==> src/design/bli_ram.sv <==
`default_nettype none
module bli_ram #(
  parameter int unsigned Width = 8,
  parameter int unsigned Depth = 16
) (
  input  wire logic                     clk,
  input  wire logic                     we,
  input  wire logic [$clog2(Depth)-1:0] waddr,
  input  wire logic [Width-1:0]         wdata,
  input  wire logic [$clog2(Depth)-1:0] raddr,
  output logic      [Width-1:0]         rdata
);

  logic [Width-1:0] mem [Depth];

  always_ff @(posedge clk) begin
    if (we) begin
      mem[waddr] <= wdata;
    end
    rdata <= mem[raddr];
  end

endmodule
`default_nettype wire

==> config.mk <==
export PLATFORM = sky130hd
export DESIGN_NAME = bli_ram
export DESIGN_NICKNAME = d
export VERILOG_FILES = /design/src/design/bli_ram.sv
export SDC_FILE = /design/constraint.sdc
export NUM_CORES = 1
export LEC_CHECK = 0
export BUFFER_PORTS_ARGS = -buffer_cell sky130_fd_sc_hd__buf_4
export CORE_ASPECT_RATIO = 0.6
export CORE_MARGIN = 10
export CORE_UTILIZATION = 31
export DETAILED_ROUTE_END_ITERATION = 6
export GPL_TIMING_DRIVEN = 0
export SKIP_CTS_REPAIR_TIMING = 1
export SLEW_MARGIN = 20
export SYNTH_ARGS = -nofsm -noshare
export SYNTH_HDL_FRONTEND = slang
export SYNTH_SLANG_ARGS = --single-unit
==> constraint.sdc <==
create_clock -name clk -period 1.9 [get_ports clk]
set_clock_uncertainty 0.2 [all_clocks]
set_input_delay 0.095 -clock clk [delete_from_list [all_inputs] [get_ports clk]]
set_output_delay 0.095 -clock clk [all_outputs]
set_load 0.01 [all_outputs]
Word-level counts from Yosys, hierarchy flattened
Memories as Yosys holds them, arrays and structs flattened. A register that Yosys moved wholly into a read port is not among the register bits.
Index checks and enable logic that the tools add are counted.
- register bits after elaboration: 0
- bits in writable memories: 128
- bits of input ports: 18
- output and inout port bits: 8
- word-level logic and storage cells: 3
- memories kept: 1
- memory list (name ; words ; width ; rd ports ; clocked after Yosys merged registers in ; wr ports ; RTL line ; RTL):
    mem ; 16 ; 8 ; 1 ; 1 ; 1 ; 14 ; logic [Width-1:0] mem [Depth];
- muxes and demuxes: 2
- operator list (kind ; count):
    2-to-1 mux 1 bit ; 2

Depth between registers and ports, before layout
Gate-level depths: netlist of run 1.
- depth in word-level cells: 2
- depth in mapped cells: 5
- mapped depth without buffers: 3

Worst setup path after synthesis of run 1
OpenSTA, ideal clock, no wires.
- path kind: input to register
- start: input waddr[2]
- end: memory mem[0][0] (enable)
- library setup time: 383 ps
- data arrival time: 1205 ps
- required time: 1317 ps
- slack: 112 ps
- stages on the path: 2
- path buffers: 0
- cells stage by stage: or3b_2 > nor3_1
- RTL lines (item ; RTL line ; RTL):
    from (decl) ; 8 ; input wire logic [$clog2(Depth)-1:0] waddr,
    to (decl) ; 14 ;
Straight into the memory's write port.

Final worst setup path of run 1
- start: input waddr[1]
- end: memory mem[12][1] (enable)
Straight into the memory's write port.

==> summary.md, run 1 <==
| Metric | Value |
|---|---|
| Worst setup path start | `waddr[1]` |
| Largest net degree at the start of global routing | `17` |
| CP Capture Type | `flip-flop` |
| Busiest layer in global routing | `met1` |
| Avg Cell Area, Syn | `22.5 um^2` |
| Min-delay worst type | `in -> reg` |
| Critical Path RT | `1.74 ns` |
| Register area share after synthesis | `0.778` |
| Multi-input gate area | `1080 um^2` |
| Warnings from Yosys | `0` |
| CTS tree | `yes` |
| Hold_ws | `0.0195 ns` |
| Core box area | `16300 um^2` |
| Slew Viols, Final | `0` |
| WP buf/inv | `2` |
| Top FF cell, synth | `edfxtp_1` |
| Die height | `120 um` |
| Maximum operating frequency | `0.568 GHz` |
| DR DRC count | `0` |
| Worst r2r path cells | `3` |
| CTS root buf | `clkbuf_16` |
| Clock sink count | `136` |
| Layout cells sized above 1 | `0.300` |
| #FFs+latches synth | `136` |
| Die area | `22300 um^2` |
| Vias | `2540` |
| PortBufs | `24` |
| Mapped Cells | `229` |
| M3 GR Usage | `0.0252` |
| DR vias/cell | `4.84` |
| Area Overhead vs Synth | `23.5%` |
| Finished Layout Cells | `525` |
| Final-report setup violation count | `0` |
| 1st-iter DRT viols | `247` |
| Slowest stage delay, CP | `0.72 ns` |
| Most common cell after layout, fill and taps aside | `edfxtp_1` |
| Clock buffer depth | `2` |
| Async set or reset register ratio after synthesis | `0` |
| Drt pass-1 iters | `5` |
| R2r setup slk | `0.32 ns` |
| Critical path arrival | `1.60 ns` |
| Mapped Nets | `247` |
| Worst-Skew Late Latency | `0.41 ns` |
| Io pins | `26` |
| Row count | `36` |
| Startpoint Class | `input port` |
| Pwr dens | `1110 nW/um^2` |
| Crit-path cells | `buf_4, dlygate4sd3_1, nor3_2` |
| Pleak | `2.10 nW` |
| ANT nets after route | `0` |
| Worst-path clk slew | `0.06 ns` |
| Max-Slew Margin vs Limit | `0.418` |
| Initial Utilization | `0.317` |
| Cell family with most CP delay | `buffers and inverters` |
| Max-Cap Viols | `0` |
| First-pass GRT wire length | `16100 um` |
| Tmin final | `1.76 ns` |
| Worst reg2reg endpoint | `rdata[3]` |
| DP HPWL | `7380 um` |
| Reg2reg start | `mem[5][3]` |
| Cell variety after synth | `19` |
| EDFF count, synth | `128` |
| Levels on crit path | `3` |
| Final WL | `11000 um` |
| Grt ovf | `0` |
| Total GRT Usage | `0.0995` |
| H-tree depth | `4` |
| Placer Congestion | `0.746` |
| GR Util met2 | `0.131` |
| Max FO, Critical Path | `8` |
| DR WL/cell | `20.9 um` |
| Reg area | `4000 um^2` |
| Chip width | `186 um` |
| CP max stage cell | `nor3_2` |
| Initial antenna violation count | `0` |
| Nets@finish | `302` |
| Status | `finished, final reports clean` |
| Final hold vios | `0` |
| Met1 usage in global routing | `0.151` |
| Least-Margin Pin Slew | `0.869 ns` |
| Vias in the first global route | `2452` |
| Worst vdd ir | `0.000549 V` |
| Final period util | `0.927` |
| Mapped Area | `5150 um^2` |
| RSZ-0062 raised after global routing | `false` |
| Setup CP Type | `in -> reg` |
| Overall power | `7.07 mW` |
| Ant diodes | `0` |
| Most frequent cells in the layout | `edfxtp_1 (128), buf_4 (25), mux4_2 (18), clkbuf_16 (17), a22oi_1 (16)` |
| TritonCTS buffer count | `17` |
| Fill cells | `1451` |
| CP endpoint | `mem[12][1]` |
| Total placed cells including tap cells | `481` |
-- stage by stage --
| stage | cell area, um^2 | setup WS (ns) | TNS [ns] | util |
|---|---|---|---|---|
| after global routing | 6360 | 0.0126 | 0 | 0.391 |
| final | 6360 | 0.140 | 0 | 0.391 |
| after detailed placement | 5630 | -0.0634 | -1.73 | 0.346 |
| after global placement | 5610 | -0.434 | -8.86 | 0.345 |
| after CTS | 6240 | 0.323 | 0 | 0.384 |
| after floorplan | 5150 | 0.112 | 0 | - |
-- tightest hold or removal path, delay by kind of cell --
family / cells / cell delay [ns]
AO/OA/AOI/OAI: 1 / 0.20
AND/OR/NAND/NOR: 2 / 0.19
buffers and inverters: 1 / 0.09
-- logic make-up after synthesis --
| family | Yosys count | share of synthesized area |
|---|---|---|
| mux | 32 | 0.150 |
| compound gates | 16 | 0.0233 |
| flops | 136 | 0.778 |
| simple gates | 35 | 0.0318 |
| buf+inv | 10 | 0.0168 |
-- final cells by class --
type | count | share of cell area
Clock buffer | 17 | 0.0669
Timing Repair Buffer | 36 | 0.0472
Tap cell | 228 | 0.0449
Clock inverter | 15 | 0.0281
Multi-Input combinational cell | 83 | 0.169
Buffer | 10 | 0.0136
Sequential cell | 136 | 0.630
-- sequential cells by signal, indices dropped and copies added (netlist names) --
name	flops
rdata	8
mem	128
-- where the power goes --
group	internal, mW	total, mW	switching, mW
clock network	2.06	3.32	1.25
registers	3.35	3.37	0.0161
logic	0.171	0.383	0.212
-- cell usage after synthesis, types with 2 or more instances --
| cell | n | area, um^2 |
|---|---|---|
| edfxtp_1 | 128 | 3840 |
| mux4_2 | 18 | 405 |
| a22oi_1 | 16 | 120 |
| mux4_1 | 14 | 368 |
| nor2_1 | 13 | 48.8 |
| nand2_1 | 9 | 33.8 |
| dfxtp_1 | 8 | 160 |
| nor3_1 | 4 | 20.0 |
| buf_2 | 3 | 15.0 |
| buf_6 | 3 | 33.8 |
| clkdlybuf4s25_2 | 3 | 30.0 |
| nand2b_1 | 2 | 12.5 |
| nand3b_1 | 2 | 15.0 |
-- routing by layer --
metal	up-vias	routed length (um)	part of all wire
met4	0	97	0.0088
met5	-	0	0
met1	1343	5500	0.50
met3	11	836	0.076
li1	1097	-	-
met2	89	4530	0.41
-- worst min-delay path by stage --
stage	from	endpoint	slack, ns	cells past startpoint
finish	raddr[3]	rdata[1]	0.02	4
global route	raddr[0]	rdata[7]	0.03	4
CTS	wdata[7]	mem[0][7]	-0.20	1
detailed placement	wdata[7]	mem[0][7]	0.24	1
global placement	wdata[6]	mem[15][6]	0.22	1
floorplan	wdata[0]	mem[0][0]	-0.006	0
(Power assumes the default switching activity.)
==> inputs of run 2 (changes only) <==
--- a/config.mk
+++ b/config.mk
@@ -9,3 +9,2 @@
 export CORE_ASPECT_RATIO = 0.6
-export CORE_MARGIN = 10
 export CORE_UTILIZATION = 31
==> constraint.sdc (replaced) <==
create_clock -name clk -period 1.8 [get_ports clk]
set_clock_uncertainty 0.2 [all_clocks]
set_input_delay 0.18 -clock clk [delete_from_list [all_inputs] [get_ports clk]]
set_output_delay 0.18 -clock clk [all_outputs]
set_load 0.01 [all_outputs]
==> summary.md, run 2 (synthesis results as in run 1) <==
| Metric | Value |
|---|---|
| Nets@finish | `298` |
| Max FO, Critical Path | `8` |
| Placer Congestion | `0.715` |
| H-tree depth | `4` |
| Final Core Density | `0.389` |
| Number of flip-flops in the largest register | `128` |
| Max-Slew Margin vs Limit | `0.375` |
| Area Overhead vs Synth | `22.5%` |
| Total placed cells including tap cells | `462` |
| Chip width | `168 um` |
| Drt pass-1 iters | `4` |
| Least-Margin Pin Slew | `0.934 ns` |
| Critical Path RT | `1.64 ns` |
| Clock sink count | `136` |
| CP Capture Type | `flip-flop` |
| Largest Register | `mem` |
| Initial Utilization | `0.317` |
| Final hold vios | `0` |
| Worst vdd ir | `0.000640 V` |
| DR WL/cell | `21.2 um` |
| Min-delay worst type | `in -> reg` |
| Fill cells | `1445` |
| Ant diodes | `0` |
| WP buf/inv | `1` |
| 1st-iter DRT viols | `236` |
| Fin area | `6310 um^2` |
| PortBufs | `24` |
| Setup WS post-layout | `0.136 ns` |
| Pwr dens | `1200 nW/um^2` |
| Tmin final | `1.66 ns` |
| First-pass GRT wire length | `15300 um` |
| Pleak | `2.09 nW` |
| Worst-Skew Late Latency | `0.41 ns` |
| Overall power | `7.54 mW` |
| Worst-path clk slew | `0.06 ns` |
| Hold_ws | `0.0118 ns` |
| Crit-path cells | `buf_4, or3b_2, nor2_1` |
| Area after DPL | `5610 um^2` |
| ANT nets after route | `0` |
| Grt ovf | `0` |
| Core box area | `16200 um^2` |
| Most common cell after layout, fill and taps aside | `edfxtp_1` |
| Final WL | `10700 um` |
| TritonCTS buffer count | `17` |
| Setup TNS | `0 ns` |
| Most frequent cells in the layout | `edfxtp_1 (128), buf_4 (25), mux4_2 (18), clkbuf_16 (17), a22oi_1 (16)` |
| DR vias/cell | `4.75` |
| CTS root buf | `clkbuf_16` |
| Vias in the first global route | `2447` |
| Final period util | `0.925` |
| Setup CP Type | `in -> reg` |
| RSZ-0062 raised after global routing | `false` |
| Maximum operating frequency | `0.601 GHz` |
| R2r setup slk | `0.22 ns` |
| Layout cells sized above 1 | `0.300` |
| Startpoint Class | `input port` |
| Die area | `17100 um^2` |
| Status | `finished, final reports clean` |
| Slew Viols, Final | `0` |
| Finished Layout Cells | `502` |
| CTS tree | `yes` |
| Row count | `36` |
| CP max stage cell | `nor2_1` |
| Top Registers | `mem x128, rdata x8` |
| Clock buffer depth | `2` |
| Max-Cap Viols | `0` |
| Die height | `102 um` |
| Io pins | `26` |
| Critical path arrival | `1.50 ns` |
| Pre-CTS setup slack | `-0.319 ns` |
| Cell family with most CP delay | `simple AND/OR/NAND/NOR gates` |
| Largest net degree at the start of global routing | `17` |
| Final-report setup violation count | `0` |
| Initial antenna violation count | `0` |
| Slowest stage delay, CP | `0.68 ns` |
| Vias | `2383` |
| Total GRT Usage | `0.133` |
| DR DRC count | `0` |
| DP HPWL | `6980 um` |
-- run 2: changes by cell type in the layout (fill, tap and decap cells not counted) --
cell / change
dlygate4sd3_1: -4
clkbuf_8: +3
clkinv_4: -2
clkbuf_1: +1
clkinv_2: -1
inv_6: -1
-- run 2: per-layer routing --
metal | share of wire | global-route usage | vias to the layer above | wire length [um]
met2 | 0.42 | 0.175 | 73 | 4500
met3 | 0.10 | 0.0422 | 4 | 1100
met5 | 0 | 0 | - | 0
met1 | 0.47 | 0.204 | 1224 | 5020
met4 | 0.0032 | 0.0420 | 0 | 34
li1 | - | - | 1082 | -
-- run 2: layout make-up --
cell class | instances | area (um^2) | area share
well taps | 209 | 262 | 0.0415
clock inverters | 11 | 148 | 0.0234
repair buffers | 32 | 260 | 0.0413
flip-flops and latches | 136 | 4000 | 0.635
plain buffers | 10 | 86.3 | 0.0137
clock buffers | 21 | 470 | 0.0746
multi-input cells | 83 | 1080 | 0.171
-- run 2: worst paths after layout --
check            start        end  cells after the start
max           waddr[2]  mem[2][2]                      3
min           raddr[1]   rdata[0]                      4
max reg2reg  mem[5][2]   rdata[2]                      3
min reg2reg  mem[8][5]   rdata[5]                      3
-- run 2: report_power, final --
part	switching [mW]	leakage [nW]	internal, mW
logic	0.217	0.573	0.174
clock network	1.30	0.291	2.29
registers	0.0176	1.22	3.54
total	1.53	2.09	6.00
-- run 2: worst reg2reg max path: stages (launching register included) --
cell	delay (ns)
edfxtp_1	0.35
mux4_1	0.62
a22oi_1	0.22
nand2_1	0.08
==> inputs of run 3 (changes only) <==
SETUP_SLACK_MARGIN = 0.3   (was not set)
==> summary.md, run 3 (synthesis results as in run 1) <==
| Metric | Value |
|---|---|
| Setup TNS | `0 ns` |
| Final hold vios | `8` |
| Maximum operating frequency | `0.655 GHz` |
| Top Registers | `mem x128, rdata x8` |
| Power share of the clock group | `0.464` |
| Final-report setup violation count | `0` |
| Initial Utilization | `0.317` |
| RSZ-0062 raised after global routing | `true` |
| Min-delay worst type | `in -> reg` |
| Combinational share of power | `0.057` |
| Worst vdd ir | `0.000714 V` |
| Fill cells | `1444` |
| Least-Margin Pin Slew | `0.917 ns` |
| Hold_ws | `-0.00977 ns` |
| Startpoint Class | `flip-flop` |
| Pleak | `2.07 nW` |
| Tmin final | `1.53 ns` |
| Number of flip-flops in the largest register | `128` |
| Max-Slew Margin vs Limit | `0.387` |
| Largest net degree at the start of global routing | `17` |
| DP HPWL | `7240 um` |
| Psw | `1.54 mW` |
| Chip width | `168 um` |
| Slew Viols, Final | `0` |
| Final Core Density | `0.391` |
| Final period util | `0.849` |
| CP Capture Type | `flip-flop` |
| Die area | `17100 um^2` |
| Setup WS post-layout | `0.273 ns` |
| WP buf/inv | `0` |
| DR WL/cell | `21.7 um` |
| Most frequent cells in the layout | `edfxtp_1 (128), buf_4 (25), mux4_2 (24), clkbuf_16 (17), a22oi_2 (11)` |
| CP max stage cell | `mux4_2` |
| ANT nets after route | `0` |
| Placer Congestion | `0.750` |
| Total placed cells including tap cells | `462` |
| Slowest stage delay, CP | `0.55 ns` |
| H-tree depth | `4` |
| Pwr dens | `1170 nW/um^2` |
| Vias | `2456` |
| Clock buffer depth | `2` |
| Crit-path cells | `mux4_2, a22oi_1, nand2_1` |
| Reg area | `4000 um^2` |
| Grt ovf | `0` |
| Initial antenna violation count | `0` |
| Die height | `102 um` |
| Critical Path RT | `1.88 ns` |
| Total GRT Usage | `0.134` |
| Worst-path clk slew | `0.06 ns` |
| Status | `finished with violations` |
| Int Pwr | `5.89 mW` |
| Cell family with most CP delay | `multiplexers` |
| Final WL | `10900 um` |
| Io pins | `26` |
| Critical path arrival | `1.60 ns` |
| Reg power frac | `0.479` |
| Ant diodes | `0` |
| Failing checks | `hold timing` |
| Pre-CTS setup slack | `-0.0525 ns` |
| Overall power | `7.43 mW` |
| Most common cell after layout, fill and taps aside | `edfxtp_1` |
| Area after DPL | `5630 um^2` |
| CTS tree | `yes` |
| Area Overhead vs Synth | `23.1%` |
| Layout cells sized above 1 | `0.365` |
| Nets@finish | `298` |
| Finished Layout Cells | `502` |
| Max FO, Critical Path | `1` |
| Core box area | `16200 um^2` |
| 1st-iter DRT viols | `281` |
| Largest Register | `mem` |
| First-pass GRT wire length | `15700 um` |
| Clock sink count | `136` |
| Vias in the first global route | `2488` |
| Row count | `36` |
| DR vias/cell | `4.89` |
| Sw frac | `0.207` |
| Multi-input gate area | `1130 um^2` |
| Drt pass-1 iters | `5` |
| CTS root buf | `clkbuf_16` |
| TritonCTS buffer count | `17` |
| Worst-Skew Late Latency | `0.41 ns` |
| PortBufs | `24` |
| Max-Cap Viols | `0` |
| Fin area | `6330 um^2` |
| Setup CP Type | `reg -> reg` |
| DR DRC count | `0` |
## run 3: cell count changes in the layout (fill, tap and decap cells not counted), sizes merged
cell      previous run  this run
clkinv               4        11
clkinvlp             4         0
clkbuf              21        18
## run 3: worst reg2reg max path, stage by stage, from the launching register on
cell and delay (ns):
edfxtp_1 0.36, mux4_2 0.55, a22oi_1 0.17, nand2_1 0.13
## run 3: path summary, 6_finish.rpt
kind | from | end | slack (ns) | cells past startpoint
setup reg to reg | mem[15][6] | rdata[6] | 0.27 | 3
hold reg to reg | mem[11][3] | rdata[3] | 0.48 | 3
setup / recovery | mem[15][6] | rdata[6] | 0.27 | 3
hold / removal | waddr[1] | mem[0][4] | -0.01 | 2
## run 3: layout make-up
cell class                 instances  share of cell area
buffer                            10              0.0148
clock inverter                    14              0.0249
tap                              209              0.0413
clock buffer                      18              0.0677
timing repair buffer              32              0.0411
sequential                       136               0.632
multi-input combinational         83               0.178
## run 3: power groups by stage
stage	clock network, mW	registers, mW	logic [mW]
floorplan	0	3.63	0.185
global placement	0	3.62	0.386
detailed placement	0	3.62	0.393
CTS	3.48	3.56	0.393
global route	3.60	3.56	0.451
finish	3.45	3.56	0.424
## run 3: per-layer routing
layer  part of all wire  GRT usage
met3              0.060     0.0380
met5                  0          0
met2               0.42      0.184
met4             0.0033     0.0441
met1               0.52      0.203
