==> config.mk <==
export PLATFORM = sky130hd
export DESIGN_NAME = bli_div
export DESIGN_NICKNAME = d
export VERILOG_FILES = /design/src/design/bli_pkg.sv /design/src/design/bli_div.sv
export SDC_FILE = /design/constraint.sdc
export NUM_CORES = 1
export LEC_CHECK = 0
export BUFFER_PORTS_ARGS = -buffer_cell sky130_fd_sc_hd__buf_4
export CAP_MARGIN = 10
export CORE_MARGIN = 4
export CORE_UTILIZATION = 55
export DETAILED_ROUTE_END_ITERATION = 12
export PLACE_DENSITY_LB_ADDON = 0.25
export SLEW_MARGIN = 20
export SYNTH_ARGS = -nofsm -noshare
export SYNTH_HDL_FRONTEND = slang
export SYNTH_SLANG_ARGS = --single-unit
export TNS_END_PERCENT = 100
==> constraint.sdc <==
create_clock -name clk -period 4.5 [get_ports clk]
set_input_delay 0.9 -clock clk [delete_from_list [all_inputs] [get_ports clk]]
set_output_delay 0.9 -clock clk [all_outputs]
set_load 0.01 [all_outputs]
==> src/design/bli_pkg.sv <==
`default_nettype none
package bli_pkg;

  localparam int unsigned TableDepth = 64;
  localparam int unsigned IdxW = $clog2(TableDepth);
  localparam int unsigned CntW = $clog2(TableDepth + 1);
  localparam int unsigned EntryW = 64;

  typedef enum logic [1:0] {
    MODE_CLEAR  = 2'd0,
    MODE_APPEND = 2'd1,
    MODE_QUERY  = 2'd2,
    MODE_NONE   = 2'd3
  } mode_t;

  typedef enum logic [1:0] {
    ST_OK    = 2'd0,
    ST_EMPTY = 2'd1,
    ST_FULL  = 2'd2,
    ST_ORDER = 2'd3
  } status_t;

  typedef struct packed {
    logic [1:0]  mode;
    logic [31:0] point_time;
    logic [31:0] point_distance;
    logic [31:0] query_time;
  } in_item_t;

  typedef struct packed {
    logic [31:0] distance;
    logic [1:0]  status;
  } out_item_t;

  typedef enum logic [3:0] {
    S_IDLE,
    S_ORD_RD,
    S_ORD_CHK,
    S_SRCH_RD,
    S_SRCH_CHK,
    S_SEG_RD0,
    S_SEG_RD1,
    S_SEG_LD,
    S_MUL,
    S_DIV,
    S_FIN,
    S_OUT
  } state_t;

  typedef struct packed {
    logic        start;
    logic [63:0] dividend;
    logic [31:0] divisor;
  } div_req_t;

  typedef struct packed {
    logic        done;
    logic [63:0] quotient;
    logic        rem_nz;
  } div_rsp_t;

endpackage
`default_nettype wire

==> src/design/bli_div.sv <==
`default_nettype none
module bli_div (
  input  wire logic              clk,
  input  wire logic              rst_n,
  input  wire bli_pkg::div_req_t req,
  output bli_pkg::div_rsp_t      rsp
);
  import bli_pkg::*;

  logic [63:0] quo_r, quo_nxt;
  logic [32:0] rem_r, rem_nxt;
  logic [31:0] den_r;
  logic [6:0]  cnt_r, cnt_nxt;
  logic        busy_r, busy_nxt;
  logic        done_r, done_nxt;
  logic [32:0] trial;
  logic [32:0] shifted;

  always_comb begin
    shifted  = {rem_r[31:0], quo_r[63]};
    trial    = shifted - {1'b0, den_r};
    quo_nxt  = quo_r;
    rem_nxt  = rem_r;
    cnt_nxt  = cnt_r;
    busy_nxt = busy_r;
    done_nxt = 1'b0;
    if (req.start) begin
      quo_nxt  = req.dividend;
      rem_nxt  = '0;
      cnt_nxt  = 7'd64;
      busy_nxt = 1'b1;
    end else if (busy_r) begin
      if (!trial[32]) begin
        rem_nxt = trial;
        quo_nxt = {quo_r[62:0], 1'b1};
      end else begin
        rem_nxt = shifted;
        quo_nxt = {quo_r[62:0], 1'b0};
      end
      cnt_nxt = cnt_r - 7'd1;
      if (cnt_r == 7'd1) begin
        busy_nxt = 1'b0;
        done_nxt = 1'b1;
      end
    end
  end

  always_ff @(posedge clk) begin
    if (!rst_n) begin
      busy_r <= 1'b0;
      done_r <= 1'b0;
      cnt_r  <= '0;
    end else begin
      busy_r <= busy_nxt;
      done_r <= done_nxt;
      cnt_r  <= cnt_nxt;
    end
    quo_r <= quo_nxt;
    rem_r <= rem_nxt;
    if (req.start) begin
      den_r <= req.divisor;
    end
  end

  assign rsp.done     = done_r;
  assign rsp.quotient = quo_r;
  assign rsp.rem_nz   = (rem_r != '0);

  a_done_after_busy: assert property (@(posedge clk) disable iff (!rst_n)
    done_r |-> $past(busy_r)) else $error("divider done without run");
  a_no_restart: assert property (@(posedge clk) disable iff (!rst_n)
    busy_r |-> cnt_r != 7'd0) else $error("divider count ran out while busy");

endmodule
`default_nettype wire

After elaboration in Yosys (flattened, before gate mapping)
Index checks and enable logic that the tools add are counted.
- add/subtract/negate cells: 2
- eq/ne operators: 1
- mux-type cells: 10
- bitwise logic cells: 2
- reductions and logical operators: 4
- operators with widths (kind ; number):
    64-bit two-way mux ; 2
    33-bit two-way mux ; 1
    33-bit nonzero test ; 1
    33-bit by 32-bit subtractor with 33-bit output ; 1
    7-bit two-way mux ; 2
    7-bit by 1-bit == test with 1-bit output, second input constant ; 1
    7-bit by 1-bit subtractor with 7-bit output, second input constant ; 1
    1-bit two-way mux ; 5
    3-bit OR reduction ; 1
    1-bit inverter ; 2
    2-bit nonzero test ; 1
    2-bit OR reduction ; 1
- register bits after elaboration: 138
- bits of input ports: 99
- output and inout bits: 66
- word-level logic and storage cells: 26

Depth between registers and ports, before layout
Gate-level depths: netlist (run 1).
- depth after elaboration: 4
- depth in mapped cells: 19

Worst setup path before layout (run 1)
Ideal clock, no wire load.
- path type: reg-to-reg
- start point: register quo_r[63]
- end point: register rem_r[21]
- library setup time: 0.091 ns
- arrival: 3.706 ns
- required time: 4.409 ns
- path slack: 0.703 ns
- stages on the path, launching flop included: 18
- buffers on the path: 2
- cells stage by stage: edfxtp_1 inv_1 ha_1 fa_1 nand2b_1 a21oi_2 o21ai_2 o21ai_4 a21oi_2 nor4_2 o41a_1 o211ai_1 nand2_1 ha_1 clkbuf_1 clkbuf_1 o21ai_0 a311oi_1
- longest elaborated chain between the ends: 2
- RTL lines (element ; RTL line ; text):
    from (decl) ; bli_div.sv:10 ; logic [63:0] quo_r, quo_nxt;
    from (signal assigned) ; bli_div.sv:58 ; quo_r <= quo_nxt;
    33-bit by 32-bit subtractor with 33-bit output ; bli_div.sv:21 ; trial = shifted - {1'b0, den_r};
    33-bit two-way mux ; bli_div.sv:33 ; if (!trial[32]) begin
    to (signal assigned) ; bli_div.sv:59 ; rem_r <= rem_nxt;
    to (decl) ; bli_div.sv:11 ; logic [32:0] rem_r, rem_nxt;
No other way between the ends.
A chain may end at the register's enable or synchronous reset.

Worst setup path in the final report (run 1)
- start point: register quo_r[63]
- end point: register rem_r[31]
The elaborated chain is that of the path after synthesis.

==> impl_metrics.env, run 1 <==
export IMPL_holdBufCountCts=0
export IMPL_finalHoldViolCount=0
export IMPL_startpoint_type="register"
export IMPL_clockBufferDepth=2
export IMPL_route_antenna_remaining_nets=0
export IMPL_reg2reg_slack_ps=440
export IMPL_setup_viol=0
export IMPL_yosys_warnings=0
export IMPL_fp_dieW_um=124
export IMPL_clockRootBuffer="clkbuf_16"
export IMPL_htreeDepth=4
export IMPL_grt_use_total_pct=23.7
export IMPL_reg2regPathDepth=17
export IMPL_post_cts_setup_buffer_count=0
export IMPL_min_period_over_period_pct=90.3
export IMPL_clk_latency_ps=420
export IMPL_synth_seq_cells=138
export IMPL_dr_pass1_iters=5
export IMPL_power_density_mw_per_mm2=407
export IMPL_final_cell_mix="buf_4 (171), edfxtp_1 (96), nor2_1 (72)"
export IMPL_clkPwrFrac_pct=36.1
export IMPL_cp_max_fo=30
export IMPL_path_cells="inv_1, ha_1, fa_1, nand2b_1, a21oi_2, o21ai_2, o21ai_4, a21oi_2, nor4_2, o41a_1, o211ai_1, nand2_1, ha_1, buf_12, a311oi_1, a21oi_1, nor4_2"
export IMPL_switching_power_mw=1.06
export IMPL_path_class="register to register"
export IMPL_synthXorXnorAreaFrac_pct=3.10
export IMPL_start_util_pct=57.1
export IMPL_ys_async_sr_fraction_pct=0
export IMPL_holdPathStages=2
export IMPL_cts_resized_gates=0
export IMPL_slowest_stage="fa_1"
export IMPL_nFillCells=874
export IMPL_hp_class="register to register"
export IMPL_critPathCaptureType="register"
export IMPL_multi_input_area_mm2=0.00335
export IMPL_numClockSinks=138
export IMPL_rsz0062_at_grt="no"
export IMPL_cp_arrival_ps=4390
export IMPL_vias_per_cell=5.62
export IMPL_max_stage_delay_ps=420
export IMPL_place_gp_congestion=0.893
export IMPL_layout_nets=954
export IMPL_swShare_pct=27.8
export IMPL_numCtsBuffers=17
export IMPL_cp_data_required_time_ps=4830
export IMPL_row_count=41
export IMPL_drv_slew=0
export IMPL_synth_edff_count=96
export IMPL_synth_cells=655
export IMPL_ys_types=64
export IMPL_grt_max_degree=61
export IMPL_synth_avg_cell_area_um2=11.2
export IMPL_syn_area_mm2=0.00735
export IMPL_r2r_end="rem_r[31]"
export IMPL_antenna_found_initial=0
export IMPL_final_common_cell="buf_4"
export IMPL_synth_top_family_by_area="compound AO/OA/AOI/OAI gates"
export IMPL_io_pins=165
export IMPL_synth_fa_ha_area_share_pct=6.23
export IMPL_r2r_start="quo_r[63]"
export IMPL_clk_pin_slew_worst_paths_ps=60
export IMPL_status="finished clean"
export IMPL_dieArea_mm2=0.0153
export IMPL_wl_per_cell_um=17.6
export IMPL_synthSimpleGateAreaFrac_pct=10.0
export IMPL_drtIter0Drc=362
export IMPL_p_leak_nw=3.93
export IMPL_whs_endpoint="rem_r[32]"
export IMPL_tns_ps=0
export IMPL_p_int_mw=2.75
export IMPL_worst_pin_slew_ps=703
export IMPL_synthesis_nets=790
export IMPL_tritoncts="done"
export IMPL_grt_pass1_wl_um=28000
export IMPL_num_vias=5645
export IMPL_routed_wl_um=17700
export IMPL_maxSlewHeadroom_pct=53.1
export IMPL_drive_gt1_share_pct=34.1
export IMPL_max_cap_violations=0
export IMPL_cp_top_family="compound AO/OA/AOI/OAI gates"
export IMPL_die_h_um=124
export IMPL_diodes=0
export IMPL_min_from="rem_r[32]"
export IMPL_seq_area_frac_synth_pct=50.7
export IMPL_fin_util_pct=72.6
export IMPL_yosys_most_used_dff="edfxtp_1"
export IMPL_max_freq_mhz=246
export IMPL_worst_path_buf_inv=2
export IMPL_peakVddDrop_mv=0.280
export IMPL_pwr_share_comb_pct=22.4
export IMPL_finClkSkew_ps=9.30
export IMPL_grt_pass1_vias=5835
export IMPL_seq_area_mm2=0.00372
export IMPL_design_core_area_mm2=0.0129
export IMPL_remaining_drc_errors=0
export IMPL_grt_overflow_total=0
export IMPL_pwr_share_seq_pct=41.5
export IMPL_area_growth_pct=27.2
export IMPL_place_hpwl_um=12700
export IMPL_muxShareOfSynthArea_pct=12.4
export IMPL_port_buffers=164
export IMPL_min_period_ps=4060
export IMPL_synth_compound_area_share_pct=13.8
==> worst reg2reg max path, stage by stage, from the launching register on <==
cell and delay, ps:
edfxtp_1 380, inv_1 70, ha_1 230, fa_1 420
nand2b_1 190, a21oi_2 200, o21ai_2 140, o21ai_4 240
a21oi_2 110, nor4_2 380, o41a_1 240, o211ai_1 100
nand2_1 90, ha_1 280, buf_12 200, a311oi_1 350
a21oi_1 90, nor4_2 270
==> power by group through the flow <==
stage / registers [mW] / logic (mW) / clock network (mW)
3_3_place_gp: 1.60 / 0.818 / 0
4_1_cts: 1.58 / 0.850 / 1.40
6_report: 1.58 / 0.853 / 1.38
5_1_grt: 1.59 / 0.935 / 1.46
2_1_floorplan: 1.61 / 0.522 / 0
3_5_place_dp: 1.60 / 0.844 / 0
==> per-layer routing <==
metal / track usage, % / vias to the layer above / wire, um
met1: 28.3 / 2661 / 7200
met5: 0 / - / 0
met3: 8.90 / 30 / 1460
met4: 8.72 / 0 / 354
met2: 39.1 / 196 / 8700
li1: - / 2758 / -
==> logic make-up (layout without fill, tap and decap cells) <==
group | Yosys count | after routing
AOI/OAI and AO/OA | 143 | 143
buffers and inverters | 72 | 249
adders and majority gates | 36 | 36
xor gates and xnor gates | 26 | 26
DFF | 138 | 138
muxes | 83 | 83
and+or+nand+nor | 157 | 157
==> worst max-delay path by stage <==
stage / startpoint / to / slack (ps) / cells after the start
after floorplan: quo_r[63] / rem_r[21] / 700 / 17
after global placement: quo_r[63] / rem_r[29] / 680 / 18
after detailed placement: quo_r[63] / rem_r[26] / 520 / 17
after CTS: quo_r[63] / rem_r[31] / 470 / 17
after global routing: quo_r[63] / rem_r[31] / 260 / 17
final: quo_r[63] / rem_r[31] / 440 / 17
==> synth_stat cells (3+ instances only) <==
cell type,count,area share [%]
edfxtp_1,96,39
nor2_1,72,3.7
mux2_2,63,9.7
inv_1,45,2.3
dfxtp_1,42,11
a21oi_1,35,2.4
ha_1,35,6.0
nand2_1,30,1.5
a211oi_1,24,2.5
clkbuf_1,21,1.1
mux2i_1,19,2.6
xnor2_1,19,2.3
a21o_1,16,1.6
o21ai_0,11,0.75
nor4_1,10,0.85
nor3_1,9,0.61
nand2b_1,8,0.68
xor2_1,7,0.83
a311oi_1,6,0.71
o21a_1,6,0.61
nand3_1,5,0.34
o21ai_1,5,0.34
o31ai_1,5,0.51
buf_1,4,0.20
o21bai_1,4,0.41
a21oi_2,3,0.36
a221oi_1,3,0.36
and3_1,3,0.26
nand4_1,3,0.26
nor2b_1,3,0.26
o211ai_1,3,0.31
==> stage by stage <==
step | setup WS [ps] | hold WS [ps] | instances | cell area (um^2) | power, mW
final | 439 | 509 | 1004 | 9350 | 3.81
after global routing | 262 | 543 | 1004 | 9350 | 3.99
after CTS | 473 | 513 | 1004 | 9350 | 3.83
after detailed placement | 518 | 497 | 972 | 8760 | 2.44
after global placement | 682 | 479 | 972 | 8760 | 2.41
after floorplan | 703 | 461 | 655 | 7350 | 2.13
==> flip-flops by register name (all words and copies together) (netlist names) <==
signal / flops
quo_r: 64
den_r: 32
busy_r: 1
rem_r: 33
done_r: 1
cnt_r: 7
==> layout make-up <==
| cell class | count | area share (%) |
|---|---|---|
| sequential | 138 | 39.8 |
| multi-input combinational | 445 | 35.8 |
| timing repair buffer | 172 | 13.9 |
| clock buffer | 22 | 4.96 |
| tap | 172 | 2.30 |
| inverter | 45 | 1.81 |
| clock inverter | 10 | 1.30 |
Note: power is estimated with default switching activity, not from simulation.
==> inputs of run 2 (changes only) <==
--- a/config.mk
+++ b/config.mk
@@ -8,9 +8,9 @@
 export BUFFER_PORTS_ARGS = -buffer_cell sky130_fd_sc_hd__buf_4
 export CAP_MARGIN = 10
 export CORE_MARGIN = 4
-export CORE_UTILIZATION = 55
+export CORE_UTILIZATION = 53
 export DETAILED_ROUTE_END_ITERATION = 12
-export PLACE_DENSITY_LB_ADDON = 0.25
+export PLACE_DENSITY = 0.9
 export SLEW_MARGIN = 20
 export SYNTH_ARGS = -nofsm -noshare
 export SYNTH_HDL_FRONTEND = slang
==> impl_metrics.env, run 2 (synthesis gave the netlist of run 1 again) <==
export IMPL_max_stage_delay_ps=410
export IMPL_final_common_cell="buf_4"
export IMPL_swShare_pct=28.2
export IMPL_cp_arrival_ps=4320
export IMPL_rsz0062_at_grt="no"
export IMPL_post_cts_setup_buffer_count=0
export IMPL_remaining_drc_errors=0
export IMPL_diodes=0
export IMPL_clockRootBuffer="clkbuf_16"
export IMPL_startpoint_type="register"
export IMPL_numClockSinks=138
export IMPL_htreeDepth=4
export IMPL_clk_latency_ps=430
export IMPL_dr_pass1_iters=5
export IMPL_tritoncts="done"
export IMPL_holdBufCountCts=0
export IMPL_path_cells="inv_1, ha_1, fa_1, nand2b_1, a21oi_2, o21ai_2, o21ai_4, a21oi_2, nor4_2, o41a_1, o211ai_1, nand2_1, ha_1, inv_1, buf_4, a21o_1, a31oi_1, nor3_1"
export IMPL_design_core_area_mm2=0.0134
export IMPL_min_period_over_period_pct=88.2
export IMPL_grt_use_total_pct=24.3
export IMPL_dieArea_mm2=0.0158
export IMPL_cp_data_required_time_ps=4850
export IMPL_total_power_mw=3.80
export IMPL_grt_pass1_wl_um=30500
export IMPL_num_vias=5778
export IMPL_clockBufferDepth=2
export IMPL_cts_resized_gates=0
export IMPL_setup_viol=0
export IMPL_path_class="register to register"
export IMPL_final_cells=1007
export IMPL_row_count=42
export IMPL_numCtsBuffers=17
export IMPL_pwr_share_seq_pct=41.7
export IMPL_pwr_share_comb_pct=22.6
export IMPL_place_gp_congestion=0.933
export IMPL_grt_max_degree=80
export IMPL_p_leak_nw=3.95
export IMPL_drv_slew=0
export IMPL_die_h_um=126
export IMPL_layout_nets=953
export IMPL_clkPwrFrac_pct=35.7
export IMPL_clk_pin_slew_worst_paths_ps=60
export IMPL_cp_top_family="compound AO/OA/AOI/OAI gates"
export IMPL_status="finished clean"
export IMPL_drtIter0Drc=491
export IMPL_max_freq_mhz=252
export IMPL_port_buffers=164
export IMPL_critPathCaptureType="register"
export IMPL_routed_wl_um=19300
export IMPL_cp_max_fo=13
export IMPL_antenna_found_initial=0
export IMPL_tns_ps=0
export IMPL_switching_power_mw=1.07
export IMPL_place_hpwl_um=13500
export IMPL_slowest_stage="fa_1"
export IMPL_grt_overflow_total=0
export IMPL_nFillCells=947
export IMPL_grt_pass1_vias=5854
export IMPL_io_pins=165
export IMPL_maxSlewHeadroom_pct=36.5
export IMPL_min_period_ps=3970
export IMPL_largest_register_ffs=64
export IMPL_area_growth_pct=27.0
export IMPL_max_cap_violations=0
export IMPL_hp_class="register to register"
export IMPL_p_int_mw=2.73
export IMPL_finClkSkew_ps=16.3
export IMPL_route_antenna_remaining_nets=0
export IMPL_worst_pin_slew_ps=952
export IMPL_holdWs_ps=496
export IMPL_power_density_mw_per_mm2=407
export IMPL_wl_per_cell_um=19.1
export IMPL_final_cell_mix="buf_4 (170), edfxtp_1 (96), nor2_1 (72)"
export IMPL_peakVddDrop_mv=0.401
export IMPL_largestRegisters="quo_r x64, rem_r x33, den_r x32"
export IMPL_drive_gt1_share_pct=34.1
export IMPL_place_inst=975
export IMPL_worst_path_buf_inv=3
export IMPL_finalHoldViolCount=0
export IMPL_vias_per_cell=5.74
export IMPL_start_util_pct=54.9
export IMPL_fp_dieW_um=126
export IMPL_fin_util_pct=69.7
export IMPL_largest_register="quo_r"
## run 2: cell types whose count changed in the layout (fill, tap and decap cells not counted), sizes merged
cell,change
clkinv,+5
buf,-1
inv,+2
clkinvlp,-6
bufinv,-1
## run 2: through the flow
| step | instance area [um^2] | setup WS [ps] |
|---|---|---|
| after detailed placement | 8760 | 520 |
| after global routing | 9340 | 281 |
| after CTS | 9340 | 539 |
| after global placement | 8760 | 719 |
| final | 9340 | 530 |
| after floorplan | 7350 | 703 |
## run 2: layout make-up
| class | instances | area [um^2] | share of cell area (%) |
|---|---|---|---|
| Timing Repair Buffer | 171 | 1300 | 13.9 |
| Clock inverter | 10 | 91.3 | 0.978 |
| Inverter | 45 | 169 | 1.81 |
| Sequential cell | 138 | 3720 | 39.9 |
| Tap cell | 176 | 220 | 2.36 |
| Clock buffer | 22 | 485 | 5.20 |
| Multi-Input combinational cell | 445 | 3350 | 35.9 |
## run 2: final timing paths
path / start / end / slack, ps / cells past startpoint
worst max-delay path: quo_r[63] / rem_r[3] / 530 / 18
worst max register to register: quo_r[63] / rem_r[3] / 530 / 18
worst min-delay path: cnt_r[1] / cnt_r[1] / 500 / 2
worst min register to register: cnt_r[1] / cnt_r[1] / 500 / 2
## run 2: power by group through the flow
stage               Combinational (mW)  Sequential, mW  Clock [mW]
finish                           0.859            1.58        1.36
global route                     0.936            1.60        1.43
CTS                              0.855            1.58        1.38
detailed placement               0.845            1.60           0
global placement                 0.819            1.60           0
floorplan                        0.522            1.61           0
## run 2: routing by layer
metal  GRT usage [%]  vias to the layer above  routed length, um
li1                -                     2753                  -
met1            27.7                     2732               7360
met2            41.1                      246               9510
met3            8.98                       47               1720
met4            10.9                        0                667
met5               0                        -                  0
## run 2: tightest hold or removal path: cells and delay by family, from the launching register on
kind / cells / cell delay (ps)
AO/OA/AOI/OAI: 1 / 50
flip-flops: 1 / 320
AND/OR/NAND/NOR: 1 / 80
